--- src/design/sk512_pkg.sv ---
// shared types and constants for the skein-512 hash block
package sk512_pkg;

	localparam logic [63:0] PARITY    = 64'h1BD11BDAA9FC1A22;
	localparam logic [63:0] SCHEMA    = 64'h0000000133414853;
	localparam logic [63:0] T_FINAL   = 64'h8000000000000000;
	localparam logic [63:0] T_FIRST   = 64'h4000000000000000;
	localparam logic [63:0] T_CFG     = 64'h0400000000000000;
	localparam logic [63:0] T_MSG     = 64'h3000000000000000;
	localparam logic [63:0] T_OUT     = 64'h3F00000000000000;
	localparam int          NUM_ROUND = 72;

	typedef logic [63:0] word_t;
	typedef word_t [7:0] block_t;

	// queued job: one message block, with a flag for the final one
	typedef struct packed {
		block_t      msg;
		logic [6:0]  count;
		logic        first;
		logic        fin;
		logic        open;
		logic [9:0]  hbits;
	} job_t;

	function automatic logic [5:0] rot_amt(input logic [2:0] r, input logic [1:0] j);
		logic [5:0] v;
		v = 6'd0;
		case ({r, j})
			5'd0: v = 6'd46; 5'd1: v = 6'd36; 5'd2: v = 6'd19; 5'd3: v = 6'd37;
			5'd4: v = 6'd33; 5'd5: v = 6'd27; 5'd6: v = 6'd14; 5'd7: v = 6'd42;
			5'd8: v = 6'd17; 5'd9: v = 6'd49; 5'd10: v = 6'd36; 5'd11: v = 6'd39;
			5'd12: v = 6'd44; 5'd13: v = 6'd9; 5'd14: v = 6'd54; 5'd15: v = 6'd56;
			5'd16: v = 6'd39; 5'd17: v = 6'd30; 5'd18: v = 6'd34; 5'd19: v = 6'd24;
			5'd20: v = 6'd13; 5'd21: v = 6'd50; 5'd22: v = 6'd10; 5'd23: v = 6'd17;
			5'd24: v = 6'd25; 5'd25: v = 6'd29; 5'd26: v = 6'd39; 5'd27: v = 6'd43;
			5'd28: v = 6'd8; 5'd29: v = 6'd35; 5'd30: v = 6'd56; 5'd31: v = 6'd22;
			default: v = 6'd0;
		endcase
		return v;
	endfunction

	function automatic word_t rotl(input word_t x, input logic [5:0] n);
		return (x << n) | (x >> (7'd64 - {1'b0, n}));
	endfunction

endpackage

--- src/design/sk512_front.sv ---
// front end: byte collection into blocks, job generation
module sk512_front (
	input  logic               clk,
	input  logic               arst_n,
	input  logic [7:0]         data_byte,
	input  logic               has_byte,
	input  logic               last_byte,
	input  logic               push,
	output logic               full,
	input  logic [9:0]         hbits,
	output sk512_pkg::job_t    job,
	output logic               job_valid,
	input  logic               job_ready
);
	logic [7:0]  buf_q [64];
	logic [6:0]  fill_q;
	logic        first_q;
	logic        open_q;
	logic        pend_q;   // a job is held for the queue
	logic        fin2_q;   // final job waiting behind a flushed full block
	sk512_pkg::job_t job_q;
	sk512_pkg::job_t fin_job_q;
	logic        take;
	logic        need_flush;

	assign full       = pend_q;
	assign take       = push && !pend_q;
	assign need_flush = has_byte && (fill_q == 7'd64);
	assign job        = job_q;
	assign job_valid  = pend_q;

	// zero-padded block image of the buffer, optionally plus the incoming byte
	function automatic sk512_pkg::block_t pack(input logic [7:0] b [64], input logic [6:0] n);
		sk512_pkg::block_t r;
		for (int i = 0; i < 64; i++)
			r[i/8][(i%8)*8 +: 8] = (7'(i) < n) ? b[i] : 8'd0;
		return r;
	endfunction

	logic [7:0] nb [64];
	logic [6:0] nfill;
	logic [5:0] wr_idx;
	sk512_pkg::job_t flush_job;
	sk512_pkg::job_t last_job;
	sk512_pkg::job_t open_job;
	always_comb begin
		nb     = buf_q;
		nfill  = need_flush ? 7'd0 : fill_q;
		wr_idx = nfill[5:0];
		if (has_byte) begin
			nb[wr_idx] = data_byte;
			nfill = nfill + 7'd1;
		end

		// full block pushed out by a further byte
		flush_job       = '0;
		flush_job.msg   = pack(buf_q, fill_q);
		flush_job.count = 7'd64;
		flush_job.first = first_q;
		flush_job.hbits = hbits;

		// final block, including the byte of this item
		last_job       = '0;
		last_job.msg   = pack(nb, nfill);
		last_job.count = nfill;
		last_job.first = open_q ? (first_q && !need_flush) : 1'b1;
		last_job.fin   = 1'b1;
		last_job.open  = !open_q;
		last_job.hbits = hbits;

		// message start only, no block yet
		open_job       = '0;
		open_job.first = 1'b1;
		open_job.open  = 1'b1;
		open_job.hbits = hbits;
	end

	always_ff @(posedge clk) begin
		if (take && has_byte) begin
			buf_q[wr_idx] <= data_byte;
		end
	end

	always_ff @(posedge clk or negedge arst_n) begin
		if (!arst_n) begin
			fill_q    <= '0;
			first_q   <= 1'b1;
			open_q    <= 1'b0;
			pend_q    <= 1'b0;
			fin2_q    <= 1'b0;
			job_q     <= '0;
			fin_job_q <= '0;
		end else begin
			if (pend_q && job_ready) begin
				if (fin2_q) begin
					job_q  <= fin_job_q;
					fin2_q <= 1'b0;
				end else begin
					pend_q <= 1'b0;
				end
			end
			if (take) begin
				open_q <= !last_byte;
				fill_q <= last_byte ? 7'd0 : nfill;
				if (need_flush) begin
					job_q   <= flush_job;
					first_q <= last_byte;
					pend_q  <= 1'b1;
					if (last_byte) begin
						// final block follows the flushed one
						fin_job_q <= last_job;
						fin2_q    <= 1'b1;
					end
				end else if (last_byte) begin
					job_q   <= last_job;
					first_q <= 1'b1;
					pend_q  <= 1'b1;
				end else if (!open_q) begin
					job_q   <= open_job;
					first_q <= 1'b1;
					pend_q  <= 1'b1;
				end
			end
		end
	end
endmodule

--- config.mk ---
export PLATFORM = sky130hd
export DESIGN_NAME = sk512_front
export DESIGN_NICKNAME = d
export VERILOG_FILES = /design/src/design/sk512_pkg.sv /design/src/design/sk512_front.sv
export SDC_FILE = /design/constraint.sdc
export NUM_CORES = 2
export LEC_CHECK = 0
export ABC_AREA = 1
export BUFFER_PORTS_ARGS = -buffer_cell sky130_fd_sc_hd__buf_2
export CORE_MARGIN = 5
export CORE_UTILIZATION = 60
export CTS_CLUSTER_SIZE = 24
export DETAILED_ROUTE_END_ITERATION = 12
export PLACE_DENSITY = 0.79
export REMOVE_ABC_BUFFERS = 1
export SLEW_MARGIN = 10
export SYNTH_ARGS = -nofsm -noshare
export SYNTH_HDL_FRONTEND = slang
export SYNTH_SLANG_ARGS = --single-unit
--- constraint.sdc ---
create_clock -name clk -period 33.2 [get_ports clk]
set_input_delay 4.98 -clock clk [delete_from_list [all_inputs] [get_ports clk]]
set_output_delay 4.98 -clock clk [all_outputs]
set_load 0.02 [all_outputs]
==> results_dict.tcl <==
set metrics [dict create \
    reg2reg_from "fill_q[2]$_DFFE_PN0P_" \
    p_leak_uw 0.0479 \
    yosys_warnings 0 \
    r2r_cells 11 \
    postCtsSetupRepairBufs 0 \
    slew-limit-headroom_pct -12.6 \
    synthDistinctLibCells 41 \
    grt_pass1_wl_um 436000 \
    final_hold_viol_count 0 \
    end_kind "register" \
    synth.ff_latch_count 1587 \
    setup_tns_ps 0 \
    antenna_left 0 \
    startpoint "has_byte" \
    finalCriticalPeriod_ps 9780 \
    synthCells 10900 \
    vdd_drop_max_mv 0.0819 \
    cts_tree "built" \
    synth_ff_type "dfrtp_1" \
    fin_nets 11000 \
    rsz0062_at_grt "false" \
    startpoint_type "input port" \
    grt_start_max_net_pins 272 \
    cts_buffers 168 \
    grt_remaining_overflow 0 \
    portBuffers 557 \
    max_cap_violations 0 \
    regArea_um2 42300 \
    syn_to_final_growth_pct 10.5 \
    status "finished, violations left" \
    synth.avg_cell_area_um2 7.65 \
    routedWlPerCell_um 21.9 \
    dieWidth_um 383 \
    clock-root-buffer "clkbuf_16" \
    crit_type "input port to register" \
    dieArea_um2 147000 \
    via_per_inst 5.99 \
    final_cells 13100 \
    num_vias 78200 \
    initial_core_util_pct 60.2 \
    worstHoldPathCells 2 \
    slew_violations 157 \
    tightest_slew_ps 1690 \
    drt_iter0_markers 10100 \
    cts-resized-gates 0 \
    final_util_pct 66.5 \
    violations "max-slew violations" \
    worstHoldPathType "register to register" \
    die_h_um 383 \
    multiInputGateArea_um2 33400 \
    nFillCells 11400 \
    grt_pass1_vias 75000 \
    core_area_um2 139000 \
    gp_congestion 0.881 \
    fmax_ghz 0.102 \
    drt_first_pass_iters 8 \
    synth_edf_count 512 \
    cp.arrival_ps 10430 \
    worstPathMaxFanout 76 \
    yosysSeqAreaShare_pct 50.5 \
    synthArstFlopShare_pct 67.7 \
    rows 137 \
    hpwl_um 170000 \
    wirelength_um 286000 \
    syn_area_um2 83600 \
    setup_viol 0 \
    worstPathRequired_ps 33850 \
    clock_tree.buffer_depth 3 \
    worstHoldStart "fin_job_q[11]$_DFFE_PN0P_" \
    cts.htree.levels 4 \
    period_share_pct 29.5 \
    drc 0 \
    num_io_pins 558 \
    dp_cells 12700 \
    drive_above_1_share_pct 9.34 \
    powerDensity_nw_per_um2 73.5 \
    final_common_cell "nand2_1" \
    holdBufCountCts 0 \
    clock_latency_ps 850 \
    cts.sinks 1587 \
    fin_worst_skew_ps 43.4 \
    antenna_found_initial 13 \
    final_cell_mix "nand2_1, o21ai_0, inv_1" \
    path_clk_slew_ps 70 \
    track_usage_pct 38.2 \
]
[worst max-delay path: stages]
cell     delay (ps)
buf_8           380
nand3_1         160
inv_1           130
nand2_4         540
nor2_4          370
inv_6           180
nor2_4          720
buf_4           790
buf_4           850
buf_4           860
nor2_1          110
[report_power, final]
group          internal, uW  leakage (uW)  switching (uW)
sequential             2510        0.0171             346
combinational           575        0.0280            1450
clock                  1090       0.00274             830
[final timing paths]
| path | to | slack, ps |
|---|---|---|
| max in group asynchronous | job[386]$_DFF_PN0_ | 24880 |
| worst min register to register | fin_job_q[11]$_DFFE_PN0P_ | 460 |
| worst max-delay path | fin_job_q[267]$_DFFE_PN0P_ | 23420 |
| worst min-delay path | fin_job_q[11]$_DFFE_PN0P_ | 460 |
| min in group asynchronous | fin_job_q[240]$_DFFE_PN0P_ | 4210 |
| worst max register to register | fin_job_q[267]$_DFFE_PN0P_ | 26910 |
[synthesized netlist by cell type, types with 7 or more instances]
master | number | area, um^2
a21o_1 | 18 | 135
a21oi_1 | 236 | 1180
a31oi_1 | 26 | 163
buf_1 | 42 | 158
buf_2 | 125 | 626
buf_4 | 7 | 52.6
clkbuf_1 | 562 | 2110
dfrtp_1 | 1074 | 26900
edfxtp_1 | 512 | 15400
inv_1 | 1353 | 5080
inv_2 | 11 | 41.3
mux2i_1 | 57 | 571
nand2_1 | 3615 | 13600
nand3_1 | 224 | 1120
nand3b_1 | 42 | 315
nand4_1 | 137 | 857
nor2_1 | 582 | 2180
nor3_1 | 26 | 130
o211ai_1 | 53 | 398
o21ai_0 | 1493 | 7470
o21ai_1 | 31 | 155
o21bai_1 | 132 | 991
o221ai_1 | 18 | 158
o22ai_1 | 140 | 876
o31ai_1 | 296 | 2220
or2_0 | 7 | 43.8
or2_1 | 11 | 68.8
or2_2 | 77 | 482
[state kept, by name, summed over array words and instances (netlist names)]
name and count:
buf_q 512, first_q 1, fin_job_q 532, fin2_q 1, open_q 1, fill_q 7
job 532, full 1
[cells by family (layout without fill, tap and decap cells)]
family	Yosys count	after routing	synth area share [%]
AO/OA/AOI/OAI	2454	2454	16.5
other	0	8	0
flip-flops	1587	1587	50.5
adder cells (fa/ha/maj)	1	1	0.0150
buffers and inverters	2103	2338	9.66
multiplexers	57	57	0.682
AND/OR/NAND/NOR	4733	4733	22.5
[metal layers]
layer | GRT usage, % | wire [um] | part of all wire (%)
met2 | 57.6 | 123000 | 43
met4 | 24.1 | 20900 | 7.3
met1 | 49.4 | 105000 | 37
met3 | 9.92 | 36000 | 13
met5 | 0.562 | 169 | 0.059
[final cells by class]
type                    count  area share [%]
flip-flops and latches   1587            45.7
clock inverters            65           0.738
clock buffers             253            5.27
diodes                      8          0.0217
well taps                1876            2.54
multi-input cells        7245            36.1
repair buffers            653            3.95
inverters                1367            5.61
[through the flow]
step	total power [uW]	instance area, um^2	hold slack, ps	setup WS [ps]
floorplan	4120	80700	423	-21990
global placement	4780	86900	434	22760
detailed placement	4850	86900	443	22700
CTS	6760	92400	457	23560
global route	7100	92400	465	23150
finish	6790	92400	459	23420
Power figures use the tool's default switching activity.
